## src/rtl/core/hslp_pkg.sv

```systemverilog
// ----------------------------------------------------------------------------
// HTTP status line parser package
// Shared transaction types, outcome codes and the version prefix table.
// ----------------------------------------------------------------------------
package hslp_pkg;

  typedef struct packed {
    logic [7:0] data_byte;
    logic       last_byte;
  } hslp_in_t;

  typedef struct packed {
    logic [2:0] outcome;
    logic       version_minor;
    logic [9:0] resp_code;
    logic [7:0] phrase_length;
    logic [8:0] line_length;
  } hslp_out_t;

  localparam logic [2:0] OutcomeOk        = 3'd0;
  localparam logic [2:0] OutcomeBadVer    = 3'd1;
  localparam logic [2:0] OutcomeBadSep    = 3'd2;
  localparam logic [2:0] OutcomeBadCode   = 3'd3;
  localparam logic [2:0] OutcomeBadPhrase = 3'd4;
  localparam logic [2:0] OutcomeTrunc     = 3'd5;
  localparam logic [2:0] OutcomeTooLong   = 3'd6;

  // Fixed line offsets
  localparam logic [8:0] LenSep1   = 9'd8;
  localparam logic [8:0] LenCode   = 9'd9;
  localparam logic [8:0] LenSep2   = 9'd12;
  localparam logic [8:0] LenPhrase = 9'd13;
  localparam logic [8:0] LenCr     = 9'd14;
  localparam logic [8:0] LenOkBase = 9'd15;

  localparam logic [7:0] CharSpace = 8'h20;
  localparam logic [7:0] CharTab   = 8'h09;
  localparam logic [7:0] CharCr    = 8'h0D;
  localparam logic [7:0] CharLf    = 8'h0A;
  localparam logic [7:0] CharZero  = 8'h30;
  localparam logic [7:0] CharOne   = 8'h31;
  localparam logic [7:0] CharNine  = 8'h39;
  localparam logic [7:0] CharPrMin = 8'h21;
  localparam logic [7:0] CharPrMax = 8'h7E;

  // "HTTP/1." byte at a given position
  function automatic logic [7:0] prefix_char(input logic [2:0] idx);
    logic [7:0] c;
    unique case (idx)
      3'd0:    c = 8'h48;
      3'd1:    c = 8'h54;
      3'd2:    c = 8'h54;
      3'd3:    c = 8'h50;
      3'd4:    c = 8'h2F;
      3'd5:    c = 8'h31;
      3'd6:    c = 8'h2E;
      default: c = 8'h00;
    endcase
    return c;
  endfunction

endpackage

```

## src/rtl/core/http_status_line_parser_core.sv

```systemverilog
// ----------------------------------------------------------------------------
// HTTP status line parser core
// Byte-serial checker for an HTTP/1.x status line with one result per line.
// ----------------------------------------------------------------------------
// Usage:
//   Input channel (in_valid_i/in_ready_o/in_data_i) takes one buffer byte per
//   transaction, with last_byte marking the buffer's final byte.
//   Output channel (out_valid_o/out_ready_i/out_data_o) carries at most one
//   result per line: at the LF (ok), the first failing byte or a truncating last byte.
// Timing:
//   A byte sits in the input register; the parse FSM then updates from it and,
//   if the byte ends or fails the line, loads the result register. One byte
//   per cycle is sustained while no result is stalled at the output; the FSM
//   update in the single parse stage sets that rate.
// Stall:
//   While a result waits in the output register and the receiver holds
//   out_ready_i low, the parse stage holds its byte, whether or not that byte
//   gives a result, and the input stops once the input register is full.
// Reset:
//   Both registers empty, parser armed for a new line. After a result, bytes
//   are dropped up to the last byte, which re-arms the parser.
// ----------------------------------------------------------------------------
module http_status_line_parser_core #(
  parameter int PHRASE_MAX_LEN = 255
) (
  input  logic                clk_i,
  input  logic                rst_ni,
  input  logic                in_valid_i,
  output logic                in_ready_o,
  input  hslp_pkg::hslp_in_t  in_data_i,
  output logic                out_valid_o,
  input  logic                out_ready_i,
  output hslp_pkg::hslp_out_t out_data_o
);
  import hslp_pkg::*;

  localparam int PhraseLimInt = (PHRASE_MAX_LEN < 255) ? PHRASE_MAX_LEN : 255;
  localparam logic [7:0] PhraseLimit = 8'(PhraseLimInt);

  localparam logic [2:0] PhVersion = 3'd0;
  localparam logic [2:0] PhSep1    = 3'd1;
  localparam logic [2:0] PhCode    = 3'd2;
  localparam logic [2:0] PhSep2    = 3'd3;
  localparam logic [2:0] PhPhrase  = 3'd4;
  localparam logic [2:0] PhCr      = 3'd5;

  logic       in_valid_q;
  hslp_in_t   in_q;
  logic       out_valid_q;
  hslp_out_t  out_q, out_d;

  logic [2:0] phase_q, phase_d;
  logic [2:0] pos_q, pos_d;
  logic       minor_q, minor_d;
  logic [9:0] code_q, code_d;
  logic [7:0] phrase_q, phrase_d;
  logic       reported_q, reported_d;

  logic       proc_en;
  logic       emit;

  assign proc_en    = in_valid_q && (!out_valid_q || out_ready_i);
  assign in_ready_o = !in_valid_q || proc_en;

  always_comb begin
    logic [7:0] b;
    logic       fail;
    logic [2:0] oc;
    logic [8:0] len;
    logic [9:0] acc;
    logic       is_phrase_char;

    b              = in_q.data_byte;
    fail           = 1'b0;
    oc             = OutcomeOk;
    len            = '0;
    acc            = '0;
    is_phrase_char = (b == CharSpace) || (b == CharTab) ||
                     ((b >= CharPrMin) && (b <= CharPrMax));

    phase_d    = phase_q;
    pos_d      = pos_q;
    minor_d    = minor_q;
    code_d     = code_q;
    phrase_d   = phrase_q;
    reported_d = reported_q;
    emit       = 1'b0;
    out_d      = out_q;

    unique case (phase_q)
      PhVersion: len = {6'd0, pos_q};
      PhSep1:    len = LenSep1;
      PhCode:    len = LenCode + {6'd0, pos_q};
      PhSep2:    len = LenSep2;
      PhPhrase:  len = LenPhrase + {1'b0, phrase_q};
      default:   len = LenCr + {1'b0, phrase_q};
    endcase
    len = len + 9'd1;

    unique case (phase_q)
      PhVersion: begin
        if (pos_q != 3'd7) begin
          if (b != prefix_char(pos_q)) begin
            fail = 1'b1; oc = OutcomeBadVer;
          end else begin
            pos_d = pos_q + 3'd1;
          end
        end else if (b == CharZero || b == CharOne) begin
          minor_d = b[0];
          pos_d   = '0;
          phase_d = PhSep1;
        end else begin
          fail = 1'b1; oc = OutcomeBadVer;
        end
      end
      PhSep1: begin
        if (b != CharSpace) begin
          fail = 1'b1; oc = OutcomeBadSep;
        end else begin
          pos_d   = '0;
          phase_d = PhCode;
        end
      end
      PhCode: begin
        if (b < CharZero || b > CharNine) begin
          fail = 1'b1; oc = OutcomeBadCode;
        end else begin
          // acc * 10 as shift-add, wrapped to 10 bits
          acc    = {code_q[6:0], 3'b000} + {code_q[8:0], 1'b0} + {6'd0, b[3:0]};
          code_d = acc;
          pos_d  = pos_q + 3'd1;
          if (pos_q == 3'd2) begin
            if (acc == '0) begin
              fail = 1'b1; oc = OutcomeBadCode;
            end else begin
              pos_d   = '0;
              phase_d = PhSep2;
            end
          end
        end
      end
      PhSep2: begin
        if (b != CharSpace) begin
          fail = 1'b1; oc = OutcomeBadSep;
        end else begin
          phase_d = PhPhrase;
        end
      end
      PhPhrase: begin
        priority if (b == CharCr) begin
          phase_d = PhCr;
        end else if (!is_phrase_char) begin
          fail = 1'b1; oc = OutcomeBadPhrase;
        end else if (phrase_q >= PhraseLimit) begin
          fail = 1'b1; oc = OutcomeTooLong;
        end else begin
          phrase_d = phrase_q + 8'd1;
        end
      end
      default: begin
        fail = 1'b1;
        oc   = (b == CharLf) ? OutcomeOk : OutcomeBadPhrase;
      end
    endcase

    if (proc_en) begin
      if (reported_q) begin
        if (in_q.last_byte) begin
          phase_d = PhVersion; pos_d = '0; minor_d = 1'b0;
          code_d = '0; phrase_d = '0; reported_d = 1'b0;
        end else begin
          phase_d = phase_q; pos_d = pos_q; minor_d = minor_q;
          code_d = code_q; phrase_d = phrase_q;
        end
      end else begin
        if (fail || in_q.last_byte) begin
          emit = 1'b1;
          if (!fail) oc = OutcomeTrunc;
          out_d.outcome       = oc;
          out_d.version_minor = (oc == OutcomeOk) ? minor_d : 1'b0;
          out_d.resp_code     = (oc == OutcomeOk) ? code_d : '0;
          out_d.phrase_length = phrase_d;
          out_d.line_length   = len;
          if (in_q.last_byte) begin
            phase_d = PhVersion; pos_d = '0; minor_d = 1'b0;
            code_d = '0; phrase_d = '0; reported_d = 1'b0;
          end else begin
            reported_d = 1'b1;
          end
        end
      end
    end else begin
      phase_d = phase_q; pos_d = pos_q; minor_d = minor_q;
      code_d = code_q; phrase_d = phrase_q;
    end
  end

  always_ff @(posedge clk_i or negedge rst_ni) begin
    if (!rst_ni) begin
      in_valid_q  <= 1'b0;
      out_valid_q <= 1'b0;
      phase_q     <= PhVersion;
      pos_q       <= '0;
      minor_q     <= 1'b0;
      code_q      <= '0;
      phrase_q    <= '0;
      reported_q  <= 1'b0;
    end else begin
      if (in_ready_o) begin
        in_valid_q <= in_valid_i;
      end
      if (emit) begin
        out_valid_q <= 1'b1;
      end else if (out_ready_i) begin
        out_valid_q <= 1'b0;
      end
      phase_q    <= phase_d;
      pos_q      <= pos_d;
      minor_q    <= minor_d;
      code_q     <= code_d;
      phrase_q   <= phrase_d;
      reported_q <= reported_d;
    end
  end

  // Payload registers: no reset needed
  always_ff @(posedge clk_i) begin
    if (in_ready_o && in_valid_i) begin
      in_q <= in_data_i;
    end
    if (emit) begin
      out_q <= out_d;
    end
  end

  assign out_valid_o = out_valid_q;
  assign out_data_o  = out_q;

endmodule

```

## config.mk

```make
export PLATFORM = sky130hd
export DESIGN_NAME = http_status_line_parser_core
export DESIGN_NICKNAME = d
export VERILOG_FILES = /design/src/rtl/core/hslp_pkg.sv /design/src/rtl/core/http_status_line_parser_core.sv
export SDC_FILE = /design/constraint.sdc
export NUM_CORES = 1
export LEC_CHECK = 0
export BUFFER_PORTS_ARGS = -buffer_cell sky130_fd_sc_hd__buf_2
export CAP_MARGIN = 5
export CORE_UTILIZATION = 40
export DETAILED_ROUTE_END_ITERATION = 10
export PLACE_DENSITY = 0.57
export SLEW_MARGIN = 20
export SYNTH_ARGS = -nofsm -noshare
export SYNTH_HDL_FRONTEND = slang
export SYNTH_SLANG_ARGS = --single-unit
```

## constraint.sdc

```tcl
create_clock -name clk_i -period 6.8 [get_ports clk_i]
set_input_delay 0.68 -clock clk_i [delete_from_list [all_inputs] [get_ports clk_i]]
set_output_delay 0.68 -clock clk_i [all_outputs]
set_load 0.01 [all_outputs]
```

* Word-level counts from Yosys, hierarchy flattened
Index checks and enable logic that the tools add are counted.
Operators by class: add/sub/neg operators 8, $lt $le $gt $ge 5, eq/ne operators 20, muxes and demuxes 84, bitwise logic cells 1, reductions and logical operators 21
Operator list (count):
- 3-bit 2-to-1 mux | 31
- 8-bit 2-to-1 mux | 10
- 10-bit 2-to-1 mux | 6
- 9-bit one-hot mux with 5 select lines | 1
- 7-bit one-hot mux with 6 select lines | 1
- 1-bit 2-to-1 mux | 27
- 8-bit by 4-bit == test with 1-bit output, second input constant | 3
- 8-bit by 6-bit == test with 1-bit output, second input constant | 3
- 4-bit by 8-bit adder with 9-bit output, first input constant | 2
- 3-bit one-hot mux with 5 select lines | 1
- 3-bit by 2-bit == test with 1-bit output, second input constant | 4
- 3-bit == test, second input constant | 4
- 3-bit one-hot mux with 4 select lines | 1
- 10-bit adder | 1
- 10-bit by 4-bit adder with 10-bit output | 1
- 10-bit zero test | 1
- 9-bit by 1-bit adder with 9-bit output, second input constant | 1
- 3-bit zero test | 3
- 3-bit one-hot mux with 3 select lines | 1
- 8-bit by 1-bit adder with 8-bit output, second input constant | 1
- 8-bit by 6-bit greater-or-equal comparator with 1-bit output, second input constant | 1
- 8-bit greater-or-equal comparator, second input constant | 1
- 8-bit by 6-bit greater-than comparator with 1-bit output, second input constant | 1
- 8-bit by 7-bit less-or-equal comparator with 1-bit output, second input constant | 1
- other kinds (18) | 32
Storage, ports and cells: register bits 68, bits of input ports 13, output and inout bits 33, logic and storage cells 154

* Logic depth before layout (Yosys ltp)
Gate-level depths: netlist of run 1.
word-level depth 14, depth in mapped cells 12, gate-level depth less buffers 11

* Worst setup path after synthesis of run 1
OpenSTA, ideal clock, no wires.
path type flip-flop to flip-flop, start point reg in_q[4] (netlist name), end point reg out_q (netlist bit out_data_o[0]), enable pin, setup time 0.467 ns, arrival 5.140 ns, data required time 6.333 ns, slack 1.194 ns, cell stages (with the launch flop) 13, clock period less this slack 5.606 ns, cells stage by stage edfxtp_1 clkbuf_2 inv_1 fa_1 inv_1 fa_1 a211oi_1 o21ai_0 a21oi_1 xor2_1 nand3_1 o2111a_1 a211oi_1
Between the ends: longest elaborated chain between the ends 11
RTL lines:
- start: declaration | RTL line http_status_line_parser_core.sv:48 | hslp_in_t in_q;
- start signal: assignment | RTL line http_status_line_parser_core.sv:229 | in_q <= in_data_i;
- 10-bit by 4-bit adder with 10-bit output, or another cell as far along | RTL line http_status_line_parser_core.sv:129 | acc = {code_q[6:0], 3'b000} + {code_q[8:0], 1'b0} + {6'd0, b[3:0]};
- 10-bit zero test, or another cell as far along | RTL line http_status_line_parser_core.sv:133 | if (acc == '0) begin
- 1-bit 2-to-1 mux or 1-bit logical OR (tied branches) | RTL line http_status_line_parser_core.sv:133, http_status_line_parser_core.sv:78
- 1-bit 2-to-1 mux (on tied branches) | RTL line http_status_line_parser_core.sv:132, http_status_line_parser_core.sv:152
- 1-bit 2-to-1 mux (on tied branches) | RTL line http_status_line_parser_core.sv:125, http_status_line_parser_core.sv:150
- 1-bit one-hot mux with 4 select lines (*) | RTL line http_status_line_parser_core.sv:100 | unique case (phase_q)
- 1-bit logical OR (*) | RTL line http_status_line_parser_core.sv:176 | if (fail || in_q.last_byte) begin
- 1-bit 2-to-1 mux | RTL line http_status_line_parser_core.sv:176
- 1-bit 2-to-1 mux | RTL line http_status_line_parser_core.sv:167 | if (reported_q) begin
- 1-bit 2-to-1 mux | RTL line http_status_line_parser_core.sv:166 | if (proc_en) begin
- 4-bit AND reduction (no line) (*)
- end signal: assignment | RTL line http_status_line_parser_core.sv:232 | out_q <= out_d;
- end: declaration | RTL line http_status_line_parser_core.sv:50 | hslp_out_t out_q, out_d;
Mark *: on every way between the ends. The rest lies on a longest branch, timed or not. A chain may end at the register's enable or synchronous reset.

* Worst setup path in the final report of run 1
start point reg in_q[4] (netlist name), end point reg out_q (netlist bit out_data_o[9]), enable pin
Same word-level chain as after synthesis.

==> results of run 1 <==
==> worst reg2reg max path, delay by kind of cell, from the launching register on <==
kind / cells / cell delay, ps
flip-flops: 1 / 520
adder cells (fa/ha/maj): 2 / 1020
XOR/XNOR: 1 / 240
buffers and inverters: 3 / 590
AO/OA/AOI/OAI: 5 / 1200
AND/OR/NAND/NOR: 1 / 270
==> power groups by stage <==
stage               combinational (W)  sequential (W)  clock (W)
finish                       0.000121        0.000491   0.000401
global route                 0.000133        0.000494   0.000429
CTS                          0.000122        0.000491   0.000411
detailed placement           0.000122        0.000500          0
global placement             0.000120        0.000498          0
floorplan                   0.0000611        0.000506          0
==> sequential cells by signal, summed over array words and instances (netlist names) <==
name	flops
reported_q	1
code_q	10
pos_q	3
in_valid_q	1
out_data_o	31
phrase_q	8
in_q	9
minor_q	1
out_valid_o	1
phase_q	3
==> layout by cell type, fill, tap and decap left out, types with 3 or more instances in the layout <==
master,instances
nor3b_1,4
nand2b_1,10
a21o_1,5
edfxtp_1,40
o21ai_0,29
xnor2_1,7
xor2_1,12
nand3_1,17
inv_1,20
nor3_1,11
nor2_1,34
buf_2,45
or4_1,3
nand2_1,54
a22o_1,9
clkbuf_8,9
ha_1,25
o31ai_1,4
and2_1,6
or3_1,4
a21oi_1,35
mux2i_1,5
o211a_1,3
nand4_1,4
o21a_1,7
o21ai_1,4
a31oi_1,4
nor2b_1,9
dfrtp_1,28
==> cells by family after synthesis <==
family | Yosys count
buffers and inverters | 47
adder cells (fa/ha/maj) | 27
AND/OR/NAND/NOR | 174
flip-flops | 68
multiplexers | 5
AO/OA/AOI/OAI | 135
XOR/XNOR | 19
==> cell type report <==
type                    count  area share [%]
multi-input cells         360            47.3
flip-flops and latches     68            38.0
repair buffers             47            4.81
well taps                 140            3.50
clock buffers              10            2.98
clock inverters             6            1.85
inverters                  20            1.50
==> stage by stage <==
step                hold WS [ps]  cells  utilization [%]  worst slack (ps)  total power, W
floorplan                    384    475                -              1190        0.000567
global placement             467    635             43.9              2720        0.000618
detailed placement           503    635             43.9              2620        0.000621
CTS                          385    651             46.1              2610         0.00102
global route                 411    651             46.1              2310         0.00106
finish                       373    651             46.1              2600         0.00101
==> final timing paths <==
kind                                  startpoint                       to  slack [ps]  cells past startpoint
max in group asynchronous                 rst_ni    code_q[8]$_DFFE_PN0P_        5960                      1
hold / removal                            rst_ni  phrase_q[0]$_DFFE_PN0P_         370                      1
min in group clk_i                  in_data_i[6]        in_q[6]$_DFFE_PP_         500                      1
hold reg to reg            code_q[9]$_DFFE_PN0P_    code_q[9]$_DFFE_PN0P_         510                      2
setup reg to reg               in_q[4]$_DFFE_PP_  out_data_o[9]$_DFFE_PP_        2600                     12
setup / recovery               in_q[4]$_DFFE_PP_  out_data_o[9]$_DFFE_PP_        2600                     12
==> routing by layer <==
metal	part of all wire [%]	up-vias	GRT usage (%)
met2	46	131	30.0
met4	1.4	0	5.97
met5	0	-	0
met3	7.1	15	5.02
li1	-	1803	-
met1	46	1783	27.3
==> reports/metrics.cfg, run 1 <==
[power_and_ir_drop]
p_seq_share_pct = 48.4
pwr-share-clk_pct = 39.6
cellLeakagePower_nw = 2.08
switching_power_w = 0.000271
ir_drop_mv = 0.124
combPwrFrac_pct = 12.0
pwr_density_cell_nw_per_um2 = 203
p_int_w = 0.000742
netSwitchingFraction_pct = 26.8

[clocking]
postCtsSetupRepairBufs = 0
cts_resized = 0
htreeDepth = 3
clock-sinks = 68
clk_pin_slew_ps = 80
clockRootBuffer = clkbuf_8
cts_buffers = 9
clk_latency_ps = 360
clockBufferDepth = 2
cts_tree = built
ctsHoldBuffers = 0

[final_layout]
layout-drive-gt1-share_pct = 14.1
design_area_um2 = 5000
final.fill_count = 1044
multi_input_area_um2 = 2360
area_delta_synth_final_pct = 12.3
diodes = 0
final-seq-area_um2 = 1900
layout.nets = 546

[critical_path]
path_delay_family = compound AO/OA/AOI/OAI gates
critPathRequiredTime_ps = 6810
crit_fanout = 31
path_buf_inv = 3
cpMaxStageDelayCell = fa_1
worstPathCellList = inv_1, fa_1, inv_1, fa_1, a211oi_1, o21ai_0, a21oi_1, xor2_1, nand3_1, o2111a_1, a211oi_4, buf_4
worstSetupPathType = flop to flop
cpPeakStageDelay_ps = 540
start_kind = flop
worst_setup_path_end_kind = flop
critical_path_arrival_ps = 4220

[drt]
drc = 0
num_vias = 3732
ant_nets = 0
drtIter0Drc = 301
vias_per_cell = 5.73
wirelength_um = 11000
wl_per_cell_um = 16.8
detail_route.first_pass.iterations = 6

[logic_synthesis]
postSynthCellCount = 475
synthSimpleGateAreaFrac_pct = 19.8
synth_top_family_by_area = compound AO/OA/AOI/OAI gates
netlist-cell-type-count = 73
yosysTopAreaCell = edfxtp_1
synth.area.mux_share_pct = 1.12
yosysMostFrequentCell = nand2_1
syn_area_um2 = 4450
synth-xor-area-share_pct = 3.74
synthFlopType = edfxtp_1
synth_commonest_cells = 54 x nand2_1, 40 x edfxtp_1, 35 x a21oi_1, 34 x nor2_1, 30 x o21ai_0
avgSynthCellArea_um2 = 9.37
synth_edf_count = 40
ys_ff_latch = 68
seq_area_frac_synth_pct = 42.7
ys_warn_count = 0
synthTopCellsByArea = edfxtp_1 27%, dfrtp_1 16%, ha_1 7.0%
synth_top_area_share_pct = 27.0
synth_compound_area_share_pct = 20.3
synthAdderAreaFrac_pct = 7.93
async_reset_ff_share_pct = 41.2
synth_fp_nets = 515

[die]
fp.dieH_um = 107
die-area_um2 = 11500
die_w_um = 107
rows = 38
coreArea_um2 = 10800
ios = 46
start_util_pct = 41.0

[global_routing]
grt_max_degree = 33
grt_pass1_vias = 3306
grtUsageTotal_pct = 19.6
overflow = 0
grt_pass1_wl_um = 17200
antenna_found_initial = 0

[placement]
hpwl_um = 7760
port_buffers = 45
placed_area_um2 = 4760
gp_congestion = 0.906

[timing]
fin_crit_ps = 4200
relSlewSlack_pct = 30.2
slew_viol_final = 0
hold_violations = 0
worst_slew_pin_slew_ps = 1040
clock_skew_ps = 9.34
setup_tns_ps = 0
setup_violations = 0
rsz0062_at_grt = false
period_share_pct = 61.8
fmax_mhz = 238

[hold_path]
min_path_type = input port to asynchronous set/reset pin

[outcome]
status = completed

[job]
cap_violations = 0

(Power assumes the default switching activity.)
==> run 2, diff against run 1 <==
Clock period 6.8 ns to 4 ns, I/O delays scaled along.
==> run 2 against run 1 <==
Sequential power rose by 70%. Core utilization rose by 0.069 points. Largest power group unchanged. Sequential share of layout area fell by 0.057 points. Worst setup slack got worse by 2300 ps. Highest routed layer unchanged.
==> reports/metrics.cfg, run 2 (synthesized netlist as in run 1, its figures left out) <==
[critical_path]
r2r-start = in_q[4]$_DFFE_PP_
worstSetupPathType = flop to flop
worstSetupStartpoint = in_q[4]$_DFFE_PP_
crit_fanout = 31
critical_path_arrival_ps = 3750
start_kind = flop
critPathRequiredTime_ps = 4060
worst_setup_path_end_kind = flop
r2r_slack_ps = 310

[timing]
clock_skew_ps = 11.7
fin_crit_ps = 3690
relSlewSlack_pct = 32.8
worst_slew_pin_slew_ps = 1000
rsz0062_at_grt = false
hold_violations = 0
setup_tns_ps = 0
slew_viol_final = 0
setup_violations = 0
fmax_mhz = 271
whs_ps = 95.6
period_share_pct = 92.3

[clocking]
clk_pin_slew_ps = 70
htreeDepth = 3
clock-sinks = 68
clockRootBuffer = clkbuf_8
ctsHoldBuffers = 0
clk_latency_ps = 360
clockBufferDepth = 2
postCtsSetupRepairBufs = 0
cts_buffers = 9
cts_resized = 0
cts_tree = built

[die]
die_w_um = 107
coreArea_um2 = 10800
die-area_um2 = 11500
rows = 38
ios = 46
start_util_pct = 41.0
fp.dieH_um = 107

[global_routing]
grt_max_degree = 33
grt_pass1_vias = 3324
grt_pass1_wl_um = 17000
antenna_found_initial = 0
overflow = 0
grtUsageTotal_pct = 19.3

[final_layout]
final.fill_count = 1062
final_cell_mix = 54 x nand2_1, 45 x buf_2, 40 x edfxtp_1
layout-drive-gt1-share_pct = 14.4
layout.nets = 548
final_common_cell = nand2_1
area_delta_synth_final_pct = 12.5
diodes = 0
largest_reg_flops = 31

[drt]
wl_per_cell_um = 16.4
num_vias = 3676
wirelength_um = 10700
drc = 0
detail_route.first_pass.iterations = 5
drtIter0Drc = 190
ant_nets = 0
vias_per_cell = 5.63

[power_and_ir_drop]
p_seq_share_pct = 49.7
ir_drop_mv = 0.155
netSwitchingFraction_pct = 26.0
combPwrFrac_pct = 12.7
switching_power_w = 0.000435
pwr_density_cell_nw_per_um2 = 335
pwr-share-clk_pct = 37.6
cellLeakagePower_nw = 2.08
p_int_w = 0.00124

[placement]
gp_congestion = 0.916
hpwl_um = 7760
port_buffers = 45

[hold_path]
min_path_type = input port to asynchronous set/reset pin

[outcome]
status = completed

[job]
cap_violations = 0

-- run 2: cell count changes in the layout (fill, tap and decap cells not counted), sizes merged --
| cell | before | now |
|---|---|---|
| buf | 47 | 49 |
| clkbuf | 10 | 11 |
| clkinv | 0 | 2 |
| clkinvlp | 2 | 1 |
| inv | 22 | 20 |
-- run 2: power by group through the flow --
stage	Clock (W)	Combinational, W	Sequential, W
floorplan	0	0.000108	0.000859
finish	0.000630	0.000213	0.000834
detailed placement	0	0.000214	0.000849
global route	0.000677	0.000232	0.000838
CTS	0.000647	0.000215	0.000834
global placement	0	0.000211	0.000846
-- run 2: metal layers --
layer | GRT usage [%] | up-vias | routed length [um]
met1 | 27.6 | 1771 | 5270
met2 | 28.9 | 92 | 4790
met4 | 5.87 | 0 | 146
met5 | 0 | - | 0
met3 | 4.60 | 12 | 493
li1 | - | 1801 | -
-- run 2: cell type report --
cell class / instances / area (um^2) / area share (%)
flip-flops and latches: 68 / 1900 / 38.0
well taps: 140 / 175 / 3.50
clock inverters: 5 / 76.3 / 1.52
clock buffers: 11 / 141 / 2.82
multi-input cells: 360 / 2370 / 47.3
repair buffers: 49 / 268 / 5.35
inverters: 20 / 75.1 / 1.50
-- run 2: worst max-delay path, cell delays in order (launching register included) --
cell and delay, ps:
edfxtp_1 520, inv_1 110, fa_1 540, inv_1 70, ha_1 310, a21oi_1 200, nand2b_1 130, a21boi_0 150
nor4_1 350, nand3_1 170, o2111a_2 340, a211oi_4 250, buf_12 230
-- run 2: path summary, 6_finish.rpt --
path,endpoint,cells past startpoint
worst min register to register,code_q[9]$_DFFE_PN0P_,2
worst max-delay path,out_data_o[4]$_DFFE_PP_,12
max in group asynchronous,phrase_q[5]$_DFFE_PN0P_,1
min in group clk_i,in_q[8]$_DFFE_PP_,1
worst max register to register,out_data_o[4]$_DFFE_PP_,12
worst min-delay path,pos_q[0]$_DFFE_PN0P_,1
-- run 2: per-stage QoR --
step	utilization (%)	instances	power [W]	instance area, um^2	worst slack, ps
floorplan	-	475	0.000967	4470	57.9
detailed placement	44.2	637	0.00106	4790	350
CTS	46.2	653	0.00170	5010	337
global route	46.2	653	0.00175	5010	60.9
global placement	44.2	637	0.00106	4790	435
finish	46.2	653	0.00168	5010	306
==> run 3, diff against run 2 <==
==> constraint.sdc (replaced) <==
create_clock -name clk_i -period 4 [get_ports clk_i]
set_input_delay 0 -clock clk_i [delete_from_list [all_inputs] [get_ports clk_i]]
set_output_delay 0 -clock clk_i [all_outputs]
set_load 0.01 [all_outputs]
==> run 3 against run 2 <==
Final cell count rose by 1.8%. Sequential power hardly changed. Power is 0.57% higher. Clock power about the same. Register-to-register slack better by 20 ps. Critical path type unchanged.
==> reports/metrics.cfg, run 3 (synthesized netlist as in run 1, its figures left out) <==
[timing]
fmax_mhz = 272
period_share_pct = 92.0
setup_tns_ps = 0
setup_violations = 0
relSlewSlack_pct = 32.7
hold_violations = 0
rsz0062_at_grt = false
slew_viol_final = 0
whs_ps = 70.6
setup_ws_ps = 322
clock_skew_ps = 12.1
fin_crit_ps = 3680
worst_slew_pin_slew_ps = 1000

[final_layout]
largest_reg_flops = 31
design_area_um2 = 5130
multi_input_area_um2 = 2370
layout-drive-gt1-share_pct = 14.1
final-seq-area_um2 = 1900
layout.nets = 560
area_delta_synth_final_pct = 15.2
diodes = 0
final_cell_mix = 54 x nand2_1, 45 x buf_2, 40 x edfxtp_1
final_common_cell = nand2_1
final.fill_count = 1062

[hold_path]
holdPathStages = 4
hold_start = out_ready_i
min_path_type = input port to flop
min_delay_worst_endpoint = out_valid_o$_DFFE_PN0P_

[drt]
drc = 0
num_vias = 3732
dr_wl_met2_um = 4880
drtIter0Drc = 179
ant_nets = 0
detail_route.first_pass.iterations = 5
wirelength_um = 10800
drt-met1-wl_um = 5180
top_layer_used = met4
wl_met3_um = 540
wl_per_cell_um = 16.2
vias_per_cell = 5.61

[global_routing]
grtUsageTotal_pct = 19.5
overflow = 0
antenna_found_initial = 0
grt_max_degree = 33
grt_pass1_vias = 3379
grt_pass1_wl_um = 17100

[clocking]
clock-sinks = 68
postCtsSetupRepairBufs = 0
htreeDepth = 3
clockBufferDepth = 2
cts_tree = built
clk_pin_slew_ps = 70
cts_resized = 0
cts_buffers = 9
clockRootBuffer = clkbuf_8
clk_latency_ps = 360

[critical_path]
cpPeakStageDelay_ps = 540
cpMostUsedCell = inv_1
worst_setup_path_end_kind = flop
critical_path_arrival_ps = 3740
r2r_slack_ps = 320
critPathRequiredTime_ps = 4060
reg2regPathDepth = 12
reg2reg_to = out_data_o[4]$_DFFE_PP_
r2r-start = in_q[4]$_DFFE_PP_
path_buf_inv = 3
path_delay_family = compound AO/OA/AOI/OAI gates
crit_fanout = 31
start_kind = flop
worstPathCellList = inv_1, fa_1, inv_1, ha_1, a21oi_1, nand2b_1, a21boi_0, nor4_1, nand3_1, o2111a_2, a211oi_4, buf_12
worstSetupPathType = flop to flop
cpMaxStageDelayCell = fa_1

[die]
die_w_um = 107
fp.dieH_um = 107
coreArea_um2 = 10800
start_util_pct = 41.0
rows = 38
die-area_um2 = 11500
ios = 46

[placement]
hpwl_um = 7760
post-place-ws_ps = 350
placed_area_um2 = 4790
port_buffers = 45
gp_congestion = 0.916

[power_and_ir_drop]
pwr_density_cell_nw_per_um2 = 329
ir_drop_mv = 0.183
cellLeakagePower_nw = 2.13

[outcome]
status = completed

[job]
cap_violations = 0

[run 3: changes by cell type in the layout (fill, tap and decap cells not counted)]
| cell | delta |
|---|---|
| dlygate4sd3_1 | +12 |
[run 3: what timing repair did]
| item | 4_1_cts | 5_1_grt |
|---|---|---|
| endpoints found under the setup margin | 0 | 0 |
| hold buffers | 12 | 0 |
| hold endpoints to repair | 38 | 0 |
[run 3: metal layers]
layer  vias up  global-route usage (%)
met1      1789                    27.4
met4         0                    5.87
met5         -                       0
met2       103                    29.5
li1       1827                       -
met3        13                    4.60
[run 3: worst reg2reg max path, stage by stage, from the launching register on]
cell      delay, ps
edfxtp_1        510
inv_1           110
fa_1            540
inv_1            70
ha_1            310
a21oi_1         200
nand2b_1        130
a21boi_0        150
nor4_1          350
nand3_1         170
o2111a_2        340
a211oi_4        250
buf_12          230
[run 3: worst max path at each step]
| stage | startpoint | end | cells past startpoint |
|---|---|---|---|
| after floorplan | in_q[4]$_DFFE_PP_ | out_data_o[0]$_DFFE_PP_ | 12 |
| after global placement | in_q[4]$_DFFE_PP_ | out_data_o[1]$_DFFE_PP_ | 12 |
| after detailed placement | in_q[4]$_DFFE_PP_ | out_data_o[0]$_DFFE_PP_ | 12 |
| after CTS | in_q[4]$_DFFE_PP_ | out_data_o[17]$_SDFFCE_PP0P_ | 12 |
| after global routing | in_q[4]$_DFFE_PP_ | out_data_o[17]$_SDFFCE_PP0P_ | 12 |
| final | in_q[4]$_DFFE_PP_ | out_data_o[4]$_DFFE_PP_ | 12 |
[run 3: metrics by stage]
| stage | total power, W | utilization (%) | std cells |
|---|---|---|---|
| floorplan | 0.000967 | - | 475 |
| global placement | 0.00106 | 44.2 | 637 |
| detailed placement | 0.00106 | 44.2 | 637 |
| CTS | 0.00171 | 47.3 | 665 |
| global route | 0.00176 | 47.3 | 665 |
| finish | 0.00169 | 47.3 | 665 |
[run 3: cell type report]
class                   instances  area share [%]
repair buffers                 61            7.57
clock inverters                 5            1.49
well taps                     140            3.42
inverters                      20            1.46
clock buffers                  11            2.76
flip-flops and latches         68            37.1
multi-input cells             360            46.2
[run 3: power breakdown]
| group | switching [W] | leakage, nW | internal, W |
|---|---|---|---|
| Combinational | 0.000142 | 1.26 | 0.0000806 |
| Sequential | 0.0000301 | 0.763 | 0.000804 |
| Clock | 0.000265 | 0.107 | 0.000365 |
